===== src/rtl/core/pcf_pkg.sv =====
`timescale 1ns / 1ps
// ----------------------------------------------------------------------------
// pcf_pkg
// Shared types, constants and helper functions for the PNG chunk framer.
// ----------------------------------------------------------------------------
package pcf_pkg;

  localparam logic        ACT_BEGIN = 1'b0;
  localparam logic        ACT_DATA  = 1'b1;

  localparam logic [31:0] CRC_POLY  = 32'hEDB88320;
  localparam logic [31:0] CRC_INIT  = 32'hFFFFFFFF;

  localparam int unsigned QDEPTH    = 4;
  localparam int unsigned QAW       = $clog2(QDEPTH);
  localparam int unsigned QCW       = $clog2(QDEPTH + 1);

  localparam int unsigned STEP_W    = 4;

  localparam logic [STEP_W-1:0] STEP_TYPE0 = 4'd4;
  localparam logic [STEP_W-1:0] STEP_CRC0  = 4'd8;

  typedef enum logic [2:0] {
    CMD_ERR,
    CMD_DATA,
    CMD_DATA_LAST,
    CMD_BEGIN_OPEN,
    CMD_BEGIN_CLOSE
  } cmd_e;

  typedef struct packed {
    cmd_e        kind;
    logic [31:0] ctype;
    logic [30:0] clen;
    logic [7:0]  dbyte;
  } cmd_t;

  // one byte of CRC-32, LSB first
  function automatic logic [31:0] crc_fold(input logic [31:0] c, input logic [7:0] b);
    logic [31:0] r;
    r = c ^ {24'd0, b};
    for (int k = 0; k < 8; k++) begin
      r = r[0] ? ((r >> 1) ^ CRC_POLY) : (r >> 1);
    end
    return r;
  endfunction

  // byte of a word, position 0 is the most significant byte
  function automatic logic [7:0] word_byte(input logic [31:0] w, input logic [1:0] pos);
    logic [7:0] r;
    case (pos)
      2'd0:    r = w[31:24];
      2'd1:    r = w[23:16];
      2'd2:    r = w[15:8];
      default: r = w[7:0];
    endcase
    return r;
  endfunction

  function automatic logic [STEP_W-1:0] last_step(input cmd_e kind);
    logic [STEP_W-1:0] r;
    case (kind)
      CMD_ERR:         r = 4'd0;
      CMD_DATA:        r = 4'd0;
      CMD_DATA_LAST:   r = 4'd4;
      CMD_BEGIN_OPEN:  r = 4'd7;
      CMD_BEGIN_CLOSE: r = 4'd11;
      default:         r = 4'd0;
    endcase
    return r;
  endfunction

endpackage


===== src/rtl/core/pcf_front.sv =====
`timescale 1ns / 1ps
// ----------------------------------------------------------------------------
// pcf_front
// Accepts input beats, tracks the open chunk and classifies each beat.
// ----------------------------------------------------------------------------
module pcf_front (
  input  logic          clk_i,
  input  logic          rst_ni,
  input  logic          in_valid_i,
  input  logic          in_action_i,
  input  logic [31:0]   in_ctype_i,
  input  logic [30:0]   in_clen_i,
  input  logic [7:0]    in_dbyte_i,
  input  logic          q_full_i,
  output logic          in_ready_o,
  output logic          push_o,
  output pcf_pkg::cmd_t push_cmd_o
);

  logic        open_q, open_d;
  logic [30:0] remain_q, remain_d;
  logic [30:0] remain_dec;

  assign in_ready_o = !q_full_i;
  assign push_o     = in_valid_i && !q_full_i;
  assign remain_dec = remain_q - 31'd1;

  always_comb begin
    open_d           = open_q;
    remain_d         = remain_q;
    push_cmd_o.ctype = in_ctype_i;
    push_cmd_o.clen  = in_clen_i;
    push_cmd_o.dbyte = in_dbyte_i;
    push_cmd_o.kind  = pcf_pkg::CMD_ERR;
    if (in_action_i == pcf_pkg::ACT_BEGIN) begin
      if (!open_q) begin
        if (in_clen_i == 31'd0) begin
          push_cmd_o.kind = pcf_pkg::CMD_BEGIN_CLOSE;
        end else begin
          push_cmd_o.kind = pcf_pkg::CMD_BEGIN_OPEN;
          open_d          = 1'b1;
          remain_d        = in_clen_i;
        end
      end
    end else if (open_q) begin
      remain_d = remain_dec;
      if (remain_dec == 31'd0) begin
        push_cmd_o.kind = pcf_pkg::CMD_DATA_LAST;
        open_d          = 1'b0;
      end else begin
        push_cmd_o.kind = pcf_pkg::CMD_DATA;
      end
    end
  end

  always_ff @(posedge clk_i or negedge rst_ni) begin
    if (!rst_ni) begin
      open_q   <= 1'b0;
      remain_q <= '0;
    end else if (push_o) begin
      open_q   <= open_d;
      remain_q <= remain_d;
    end
  end

endmodule


===== src/rtl/core/pcf_queue.sv =====
`timescale 1ns / 1ps
// ----------------------------------------------------------------------------
// pcf_queue
// Small command queue between the front and the back.
// ----------------------------------------------------------------------------
module pcf_queue (
  input  logic          clk_i,
  input  logic          rst_ni,
  input  logic          push_i,
  input  pcf_pkg::cmd_t push_cmd_i,
  input  logic          pop_i,
  output logic          full_o,
  output logic          valid_o,
  output pcf_pkg::cmd_t head_o
);

  pcf_pkg::cmd_t               mem_q [pcf_pkg::QDEPTH];
  logic [pcf_pkg::QAW-1:0]     wr_ptr_q, rd_ptr_q;
  logic [pcf_pkg::QCW-1:0]     count_q, count_d;

  assign full_o  = count_q == pcf_pkg::QCW'(pcf_pkg::QDEPTH);
  assign valid_o = count_q != '0;
  assign head_o  = mem_q[rd_ptr_q];

  always_comb begin
    count_d = count_q;
    if (push_i && !pop_i) begin
      count_d = count_q + 1'b1;
    end else if (!push_i && pop_i) begin
      count_d = count_q - 1'b1;
    end
  end

  always_ff @(posedge clk_i) begin
    if (push_i) begin
      mem_q[wr_ptr_q] <= push_cmd_i;
    end
  end

  always_ff @(posedge clk_i or negedge rst_ni) begin
    if (!rst_ni) begin
      wr_ptr_q <= '0;
      rd_ptr_q <= '0;
      count_q  <= '0;
    end else begin
      if (push_i) begin
        wr_ptr_q <= wr_ptr_q + 1'b1;
      end
      if (pop_i) begin
        rd_ptr_q <= rd_ptr_q + 1'b1;
      end
      count_q <= count_d;
    end
  end

endmodule


===== src/rtl/core/pcf_back.sv =====
`timescale 1ns / 1ps
// ----------------------------------------------------------------------------
// pcf_back
// Steps through the queued command one output beat per cycle while the output is not stalled, runs the
// CRC-32 and holds the output register.
// ----------------------------------------------------------------------------
module pcf_back (
  input  logic                  clk_i,
  input  logic                  rst_ni,
  input  logic                  cmd_valid_i,
  input  pcf_pkg::cmd_t         cmd_i,
  output logic                  pop_o,
  output logic                  out_valid_o,
  input  logic                  out_ready_i,
  output logic [7:0]            out_byte_o,
  output logic                  out_last_o,
  output logic                  out_end_o,
  output logic                  out_err_o
);

  logic [pcf_pkg::STEP_W-1:0] step_q, step_d;
  logic [31:0]                crc_q, crc_d;
  logic                       valid_q;
  logic [7:0]                 byte_q, byte_d;
  logic                       last_q, last_d;
  logic                       end_q, end_d;
  logic                       err_q, err_d;
  logic                       adv;
  logic [31:0]                crc_out;
  logic [1:0]                 crc_pos;
  logic [7:0]                 type_byte;

  assign adv       = cmd_valid_i && (!valid_q || out_ready_i);
  assign crc_out   = ~crc_q;
  assign crc_pos   = (cmd_i.kind == pcf_pkg::CMD_DATA_LAST) ? 2'(step_q - 4'd1) : step_q[1:0];
  assign type_byte = pcf_pkg::word_byte(cmd_i.ctype, step_q[1:0]);

  always_comb begin
    byte_d = 8'd0;
    crc_d  = crc_q;
    last_d = step_q == pcf_pkg::last_step(cmd_i.kind);
    end_d  = 1'b0;
    err_d  = 1'b0;
    case (cmd_i.kind)
      pcf_pkg::CMD_ERR: begin
        err_d = 1'b1;
      end
      pcf_pkg::CMD_DATA: begin
        byte_d = cmd_i.dbyte;
        crc_d  = pcf_pkg::crc_fold(crc_q, cmd_i.dbyte);
      end
      pcf_pkg::CMD_DATA_LAST: begin
        end_d = last_d;
        if (step_q == '0) begin
          byte_d = cmd_i.dbyte;
          crc_d  = pcf_pkg::crc_fold(crc_q, cmd_i.dbyte);
        end else begin
          byte_d = pcf_pkg::word_byte(crc_out, crc_pos);
        end
      end
      pcf_pkg::CMD_BEGIN_OPEN, pcf_pkg::CMD_BEGIN_CLOSE: begin
        end_d = last_d && (cmd_i.kind == pcf_pkg::CMD_BEGIN_CLOSE);
        if (step_q < pcf_pkg::STEP_TYPE0) begin
          byte_d = pcf_pkg::word_byte({1'b0, cmd_i.clen}, step_q[1:0]);
        end else if (step_q < pcf_pkg::STEP_CRC0) begin
          byte_d = type_byte;
          crc_d  = pcf_pkg::crc_fold((step_q == pcf_pkg::STEP_TYPE0) ? pcf_pkg::CRC_INIT
                                                                      : crc_q, type_byte);
        end else begin
          byte_d = pcf_pkg::word_byte(crc_out, crc_pos);
        end
      end
      default: begin
        err_d = 1'b1;
      end
    endcase
  end

  assign pop_o  = adv && last_d;
  assign step_d = last_d ? '0 : step_q + 1'b1;

  always_ff @(posedge clk_i or negedge rst_ni) begin
    if (!rst_ni) begin
      step_q  <= '0;
      crc_q   <= pcf_pkg::CRC_INIT;
      valid_q <= 1'b0;
    end else if (adv) begin
      step_q  <= step_d;
      crc_q   <= crc_d;
      valid_q <= 1'b1;
    end else if (out_ready_i) begin
      valid_q <= 1'b0;
    end
  end

  always_ff @(posedge clk_i) begin
    if (adv) begin
      byte_q <= byte_d;
      last_q <= last_d;
      end_q  <= end_d;
      err_q  <= err_d;
    end
  end

  assign out_valid_o = valid_q;
  assign out_byte_o  = byte_q;
  assign out_last_o  = last_q;
  assign out_end_o   = end_q;
  assign out_err_o   = err_q;

endmodule


===== src/rtl/core/png_chunk_framer.sv =====
`timescale 1ns / 1ps
// ----------------------------------------------------------------------------
// png_chunk_framer
// Frames PNG chunks: length and type header, passed-through data bytes and a
// trailing CRC-32, with an error beat for out-of-sequence input.
// ----------------------------------------------------------------------------
//  channel  | dir | tdata                             | tuser              | tlast
//  s_axis   | in  | chunk_type, chunk_length, data_byte | action (0 begin) | -
//  m_axis   | out | out_byte                          | chunk_end, error   | run_last
//
//  A data byte gives one output beat; a begin gives 8 beats (12 with zero length),
//  a closing data byte 5, an error beat 1: the back sequencer emits one beat
//  per cycle while the output is not stalled. Input beats queue up to 4 deep ahead of it.
//  Reset clears the chunk state, the queue, the sequencer step, the CRC and the output valid flag.
//  A stalled output freezes the sequencer; input stalls only when the queue fills.
// ----------------------------------------------------------------------------
module png_chunk_framer (
  input  logic        clk_i,
  input  logic        rst_ni,
  input  logic        s_axis_tvalid_i,
  output logic        s_axis_tready_o,
  input  logic [71:0] s_axis_tdata_i,  // chunk_type[31:0], chunk_length[62:32], data_byte[70:63]
  input  logic        s_axis_tuser_i,  // action
  output logic        m_axis_tvalid_o,
  input  logic        m_axis_tready_i,
  output logic [7:0]  m_axis_tdata_o,  // out_byte
  output logic [1:0]  m_axis_tuser_o,  // chunk_end[0], error[1]
  output logic        m_axis_tlast_o   // run_last
);

  logic          q_full;
  logic          q_valid;
  logic          push;
  logic          pop;
  pcf_pkg::cmd_t push_cmd;
  pcf_pkg::cmd_t head_cmd;
  logic          out_end;
  logic          out_err;

  pcf_front u_front (
    .clk_i      (clk_i),
    .rst_ni     (rst_ni),
    .in_valid_i (s_axis_tvalid_i),
    .in_action_i(s_axis_tuser_i),
    .in_ctype_i (s_axis_tdata_i[31:0]),
    .in_clen_i  (s_axis_tdata_i[62:32]),
    .in_dbyte_i (s_axis_tdata_i[70:63]),
    .q_full_i   (q_full),
    .in_ready_o (s_axis_tready_o),
    .push_o     (push),
    .push_cmd_o (push_cmd)
  );

  pcf_queue u_queue (
    .clk_i     (clk_i),
    .rst_ni    (rst_ni),
    .push_i    (push),
    .push_cmd_i(push_cmd),
    .pop_i     (pop),
    .full_o    (q_full),
    .valid_o   (q_valid),
    .head_o    (head_cmd)
  );

  pcf_back u_back (
    .clk_i      (clk_i),
    .rst_ni     (rst_ni),
    .cmd_valid_i(q_valid),
    .cmd_i      (head_cmd),
    .pop_o      (pop),
    .out_valid_o(m_axis_tvalid_o),
    .out_ready_i(m_axis_tready_i),
    .out_byte_o (m_axis_tdata_o),
    .out_last_o (m_axis_tlast_o),
    .out_end_o  (out_end),
    .out_err_o  (out_err)
  );

  assign m_axis_tuser_o = {out_err, out_end};

endmodule

===== config.mk =====
export PLATFORM = sky130hd
export DESIGN_NAME = png_chunk_framer
export DESIGN_NICKNAME = d
export VERILOG_FILES = /design/src/rtl/core/pcf_pkg.sv /design/src/rtl/core/pcf_front.sv /design/src/rtl/core/pcf_queue.sv /design/src/rtl/core/pcf_back.sv /design/src/rtl/core/png_chunk_framer.sv
export SDC_FILE = /design/constraint.sdc
export NUM_CORES = 1
export LEC_CHECK = 0
export BUFFER_PORTS_ARGS = -buffer_cell sky130_fd_sc_hd__buf_2
export CAP_MARGIN = 15
export CORE_ASPECT_RATIO = 1.75
export CORE_UTILIZATION = 62
export DETAILED_ROUTE_END_ITERATION = 16
export GPL_ROUTABILITY_DRIVEN = 0
export PLACE_DENSITY_LB_ADDON = 0.12
export SETUP_SLACK_MARGIN = 0.4
export SYNTH_ARGS = -nofsm -noshare
export SYNTH_HDL_FRONTEND = slang
export SYNTH_SLANG_ARGS = --single-unit

===== constraint.sdc =====
create_clock -name clk_i -period 4.3 [get_ports clk_i]
set_clock_uncertainty 0.15 [all_clocks]
set_input_delay 0 -clock clk_i [delete_from_list [all_inputs] [get_ports clk_i]]
set_output_delay 0 -clock clk_i [all_outputs]
set_load 0.05 [all_outputs]

# == After elaboration in Yosys (flattened, before gate mapping) ==
# Memories as Yosys holds them, arrays and structs flattened.
# Index checks and enable logic that the tools add are counted.
# classes
n_eq_ne,17
n_addsub,7
n_lt_le_gt_ge,2
muxes,53
n_reduce_logical,24
bitwise,19
# op_table
cell,count
two-way mux 32 bit,20
NOT 13 -> 14 bit,16
two-way mux 31 bit,4
one-hot mux 32 bit (3 select lines),1
one-hot mux 8 bit (3 select lines),4
XOR 32 x 8 -> 32 bit,2
logical NOT 31 bit,2
NOT 32 bit,1
"subtractor 31 x 1 -> 31 bit, second input constant",1
two-way mux 8 bit,3
two-way mux 3 bit,6
one-hot mux 4 bit (3 select lines),1
two-way mux 1 bit,10
"inequality test 2 bit, second input constant",4
"== test 3 x 2 -> 1 bit, second input constant",2
"== test 3 bit, second input constant",2
logical AND 1 bit,6
nonzero test 3 bit,2
AND reduction 5 bit,1
"adder 2 x 1 -> 2 bit, second input constant",2
"adder 4 x 1 -> 4 bit, second input constant",1
"== test 2 x 1 -> 1 bit, second input constant",2
"== test 2 bit, second input constant",2
"== test 4 x 3 -> 1 bit, second input constant",1
other kinds (19),26
# word_totals
output_inout_bits,13
inputBits,77
regBits,87
mem_count,1
wordCells,135
ram_bits,296
# mem_list
name,words,width,rd,rd_clocked_by_memory_dff,write_ports,line,text
u_queue.mem_q,4,74,1,0,1,pcf_queue.sv:17,pcf_pkg::cmd_t mem_q [pcf_pkg::QDEPTH];

# == Depth between registers and ports, before layout ==
# logic_depth
ltp_word,22
mapped_depth,16
depth_no_buf,12

# == Cells and area by module ==
# Synthesis repeated with hierarchy kept, for this count alone.
# unflattened
hier_cells,1292
hier_area_um2,18740.5
# modules_own_cells
mod,seq_area_each_um2,area_per_inst_um2,cells_each,n_inst
pcf_queue,9063.7,11118.2,421,1
pcf_back,1296.2,4787.1,513,1
pcf_front,800.8,2820.2,356,1
png_chunk_framer,0.0,15.0,2,1

# == Worst setup path after synthesis ==
# No wires, ideal clock.
# synth_path
kind,reg2reg
startpoint,register u_queue.rd_ptr_q[0] in the netlist's numbering
endpoint,register u_queue.count_q[2] in the netlist's numbering
t_required_ps,4071
n_path_buf,3
setup_time_ps,79
arrival_time_ps,3549
path_stages_with_launch,16
path_slack_ps,522
period_less_slack_ps,3778
cell_sequence,dfrtp_1 > buf_6 > buf_8 > buf_4 > mux4_2 > nor2b_1 > a21oi_1 > nor3_1 > o221a_2 > nand2_1 > ha_1 > inv_1 > fa_1 > xor2_1 > nor2_1 > xor2_1
# synth_between
elab_chain_cells,8
word_cells_on_any_way,12
classes_between,eq/ne: 4; mux: 2; reduce/logical: 5; memory: 1
# synth_lines
item,line,text
from (decl),pcf_queue.sv:18,"logic [pcf_pkg::QAW-1:0] wr_ptr_q, rd_ptr_q;"
from (signal assigned),pcf_queue.sv:50,rd_ptr_q <= rd_ptr_q + 1'b1;
memory (4 x 74 bit) *,-,
== test 3 bit / == test 3 x 2 -> 1 bit (equally long branches),pcf_pkg.sv:62,case (kind)
one-hot mux 4 bit (3 select lines) *,pcf_pkg.sv:62,
== test 4 bit *,pcf_back.sv:41,last_d = step_q == pcf_pkg::last_step(cmd_i.kind);
named net u_back.last_d,pcf_back.sv:25,"logic last_q, last_d;"
logical AND 1 bit *,pcf_back.sv:79,assign pop_o = adv && last_d;
logical NOT 1 bit,pcf_queue.sv:27,if (push_i && !pop_i) begin
logical AND 1 bit,pcf_queue.sv:27,
two-way mux 3 bit / nonzero test 2 bit (equally long branches),-,
to (signal assigned),pcf_queue.sv:52,count_q <= count_d;
to (decl),pcf_queue.sv:19,"logic [pcf_pkg::QCW-1:0] count_q, count_d;"
# The timed path passes the listed nets; every way through them passes the cells marked *.
# A chain may end at the register's enable or synchronous reset.

# == Worst setup path after layout ==
# layout_path
startpoint,register u_back.step_q[1] in the netlist's numbering
endpoint,register u_back.crc_q[22]
# layout_between
elab_chain_cells,19
word_cells_on_any_way,30
classes_between,order compare: 2; eq/ne: 6; mux: 13; bitwise: 6; reduce/logical: 3
# layout_lines
item,line,text
from (decl),pcf_back.sv:21,"logic [pcf_pkg::STEP_W-1:0] step_q, step_d;"
from (signal assigned),pcf_back.sv:88,step_q <= step_d;
== test 4 x 3 -> 1 bit,pcf_back.sv:67,crc_d = pcf_pkg::crc_fold((step_q == pcf_pkg::STEP_TYPE0) ? pcf_pkg::CRC_INIT
two-way mux 32 bit,pcf_back.sv:67,
XOR 32 x 8 -> 32 bit,pcf_pkg.sv:41,"r = c ^ {24'd0, b};"
NOT 13 -> 14 bit (no line),-,
two-way mux 32 bit (2 in series),pcf_pkg.sv:43,r = r[0] ? ((r >> 1) ^ CRC_POLY) : (r >> 1);
NOT 13 -> 14 bit (no line),-,
two-way mux 32 bit,pcf_pkg.sv:43,
NOT 13 -> 14 bit (no line),-,
two-way mux 32 bit (2 in series),pcf_pkg.sv:43,
NOT 13 -> 14 bit (no line),-,
two-way mux 32 bit,pcf_pkg.sv:43,
NOT 13 -> 14 bit (no line),-,
two-way mux 32 bit (2 in series),pcf_pkg.sv:43,
two-way mux 32 bit,pcf_back.sv:65,end else if (step_q < pcf_pkg::STEP_CRC0) begin
two-way mux 32 bit,pcf_back.sv:63,if (step_q < pcf_pkg::STEP_TYPE0) begin
one-hot mux 32 bit (3 select lines),pcf_back.sv:44,case (cmd_i.kind)
to (signal assigned),pcf_back.sv:85,crc_q <= pcf_pkg::CRC_INIT;
to (signal assigned),pcf_back.sv:89,crc_q <= crc_d;
to (decl),pcf_back.sv:22,"logic [31:0] crc_q, crc_d;"
# Several ways; a longest one is shown, not always the timed one. The select of a mux whose other input is x is not followed.

==> key figures <==
Run
  – Max-Cap Viols: 0

Setup path
  – Crit path max fanout: 6
  – WP buf/inv: 2
  – Startpoint Class: flop
  – Setup CP Type: flop to flop
  – Worst Path Arrival: approximately 4.1 ns
  – Top delay family on crit path: XOR/XNOR gates
  – CP Cell Sequence: inv_1, ha_1, nor2b_1, buf_4, a222oi_1, a31oi_4, xnor2_2, xnor3_2, xnor3_1, nor2_1, o22a_1
  – Worst setup EP type: flop
  – CP max-delay cell: xnor3_2
  – CP Data Required Time: around 4.6 ns
  – CP peak stage delay: slightly below 0.6 ns

Detailed routing
  – Vias per cell: roughly 6.3
  – First DRT Iteration DRCs: a little under 1000
  – Via count: ~12000
  – Pre-antenna DRT Iters: 5
  – DRC viols: 0
  – WL final: 46.0 mm
  – Wire per inst: around 24 microns
  – Final ANT Viol Nets: 0

Yosys
  – Most used DFF post-synth: edfxtp_1
  – Syn nets: ~1400
  – Total number of yosys warnings: 0
  – Post-synth ARST share: between 10% and 20%
  – Synth unique cells: 74
  – Area share of the largest cell type after synthesis: 50.4%
  – Mapped Cells: roughly 1300
  – Most common cell in the netlist: edfxtp_1
  – Top cells by count, synth: 307 x edfxtp_1, 92 x nor2_1, 91 x a21oi_1
  – Yosys top cell by area: edfxtp_1
  – Mean Syn Cell Area: approximately 14 sq um
  – Mapped Area: between 0.015 and 0.02 sq mm
  – Flops & latches, synth: approximately 380
  – Post-synth EDFFs: 307
  – Post-synthesis sequential area ratio: around three fifths
  – Main area contributors after synthesis: edfxtp_1 50%, mux4_2 6.9%, dfrtp_1 6.0%, dfstp_2 4.6%, xnor2_1 3.6%

STA
  – Period utilization: approximately 89%
  – Worst slew margin: roughly 25%
  – Setup Viol. Count Final: 0
  – Min cycle time layout: 3.82 ns
  – Maximum clock rate: approximately 260 MHz
  – Setup Total Neg Slack: 0 ns
  – Hold Vio Cnt, Final: 0
  – Max Transition Viols Final: 0
  – RSZ-0062 raised after global routing: false
  – Worst slew pin tran: 1.13 ns

Place
  – DP Area: roughly 0.019 sq mm
  – Hpwl dp: between 30 and 40 mm
  – IO Port Bufs: 88

Run status
  – Status: finished clean

CTS
  – Reg clk slew, reported paths: 0.07 ns
  – Cts bufs inserted: 35
  – Clock buffer depth: 3
  – Clock sinks: between 300 and 400
  – Root buffer cell: clkbuf_16
  – CTS tree: yes
  – CTS H-Tree Depth: 2
  – Clk Latency, worst-skew pair: between 0.5 and 0.6 ns

GRT
  – All-layer global routing usage: 31.0%
  – Largest net degree at the start of global routing: 69
  – First-pass GRT wire length: 70.1 mm
  – Initial antenna violation count: 1
  – Vias in the first global route: between 10000 and 15000
  – Gr ovfl total: 0

Die
  – Initial Util: 63.4%
  – Row count: a little over 80
  – Width of the die: 132 microns
  – Core area: 0.0288 sq mm
  – Die area: between 0.03 and 0.04 sq mm
  – Ports: 90
  – Die height: between 200 and 250 microns

Final layout
  – Share of cells above drive strength 1: around a quarter
  – Multi-input gate area: roughly 0.0068 sq mm
  – Final instance area: between 0.02 and 0.025 sq mm
  – Reg area: around 0.011 sq mm
  – Final nets: ~1600
  – Area Growth Syn to Fin: 16.8%
  – Fill cell count: between 1500 and 2000

Worst hold path
  – Hold Path Class: input pin to flop
-- worst paths after layout --
check | cells past startpoint | from | slack (ns) | to
setup / recovery | 11 | u_back.step_q[1] | 0.48 | u_back.crc_q[22]
hold / removal | 3 | m_axis_tready_i | 0.04 | u_back.out_valid_o
setup reg to reg | 11 | u_back.step_q[1] | 0.48 | u_back.crc_q[22]
hold reg to reg | 2 | u_back.crc_q[16] | 0.35 | u_back.crc_q[16]
max in group asynchronous | 3 | rst_ni | 2.76 | u_queue.rd_ptr_q[0]
min in group asynchronous | 2 | rst_ni | 0.16 | u_back.crc_q[9]
-- logic make-up (layout without fill, tap and decap cells) --
group,count (synthesis),after routing,share of synthesized area [%]
AOI/OAI and AO/OA,277,277,9.06
xor gates and xnor gates,132,132,7.94
buffers and inverters,86,306,2.21
DFF,383,383,61.0
and+or+nand+nor,292,292,7.77
muxes,111,111,11.1
other,0,1,0
adders and majority gates,12,12,0.862
-- worst register-to-register path: cells and delay by family (launching register included) --
kind	cells	cell delay, ns
compound gates	3	0.92
xor+xnor	3	1.35
flops	1	0.46
simple gates	2	0.26
fa+ha+maj	1	0.26
buf+inv	2	0.34
-- flip-flops by register name, summed over array words and instances, names as in the netlist --
name and count:
u_back.out_last_o 1, u_back.crc_q 32, u_back.out_end_o 1, u_queue.rd_ptr_q 2, u_queue.mem_q 296, u_front.open_q 1, u_back.out_byte_o 8, u_front.remain_q 31
u_back.out_err_o 1, u_queue.count_q 3, u_back.out_valid_o 1, u_queue.wr_ptr_q 2, u_back.step_q 4
-- final cells by class --
type / instances / share of cell area [%]
multi-input cells: 824 / 31.9
flip-flops and latches: 383 / 52.3
inverters: 14 / 0.246
clock inverters: 19 / 0.908
well taps: 378 / 2.21
repair buffers: 231 / 8.18
diodes: 1 / 0.0117
clock buffers: 42 / 4.22
-- what timing repair did --
action,4_1_cts,5_1_grt
setup buffers,0,7
setup endpoints to repair,7,32
endpoints found under the hold margin,414,0
pin swaps,0,8
hold buffers,76,0
resized for setup,3,8
-- through the flow --
| step | utilization (%) | setup slack, ns | hold WS (ns) | std cells |
|---|---|---|---|---|
| 6_report | 74.1 | 0.478 | 0.0427 | 1892 |
| 5_1_grt | 74.1 | 0.344 | 0.0737 | 1892 |
| 3_3_place_gp | 67.1 | 0.333 | -0.0994 | 1747 |
| 3_5_place_dp | 67.1 | 0.240 | -0.0883 | 1747 |
| 4_1_cts | 73.6 | 0.381 | 0.0385 | 1884 |
| 2_1_floorplan | - | 0.522 | -0.446 | 1293 |
-- cells in the final DEF, fill, tap and decap left out, drive strengths merged, types with 5 or more instances in the layout --
cell	Yosys	routed
edfxtp	307	307
buf	22	155
nor2	92	92
a21oi	91	91
xnor2	90	90
o21ai	89	89
dlygate4sd3	0	76
nand2	74	74
mux4	66	66
dfrtp	44	44
clkbuf	50	42
mux2	35	35
dfstp	32	32
xor2	32	32
o22ai	31	31
nand3	28	28
nor3	20	20
nor4	20	20
inv	14	18
a222oi	14	14
a22oi	14	14
ha	11	11
clkinv	0	11
nor2b	10	10
mux2i	10	10
xnor3	10	10
a31oi	9	9
or3	6	6
nor3b	6	6
or4	5	5
o31ai	5	5
and3	5	5
-- layer usage --
| layer | vias to the layer above | GRT usage [%] | share of wire [%] |
|---|---|---|---|
| met2 | 423 | 58.5 | 56 |
| met4 | 0 | 15.7 | 4.6 |
| met5 | - | 0 | 0 |
| met1 | 6078 | 34.1 | 35 |
| met3 | 96 | 3.59 | 4.2 |
| li1 | 5386 | - | - |
Power is left out: the tool's default activity adds up to more than one toggle a clock period on the data nets, which glitch-free logic cannot reach.
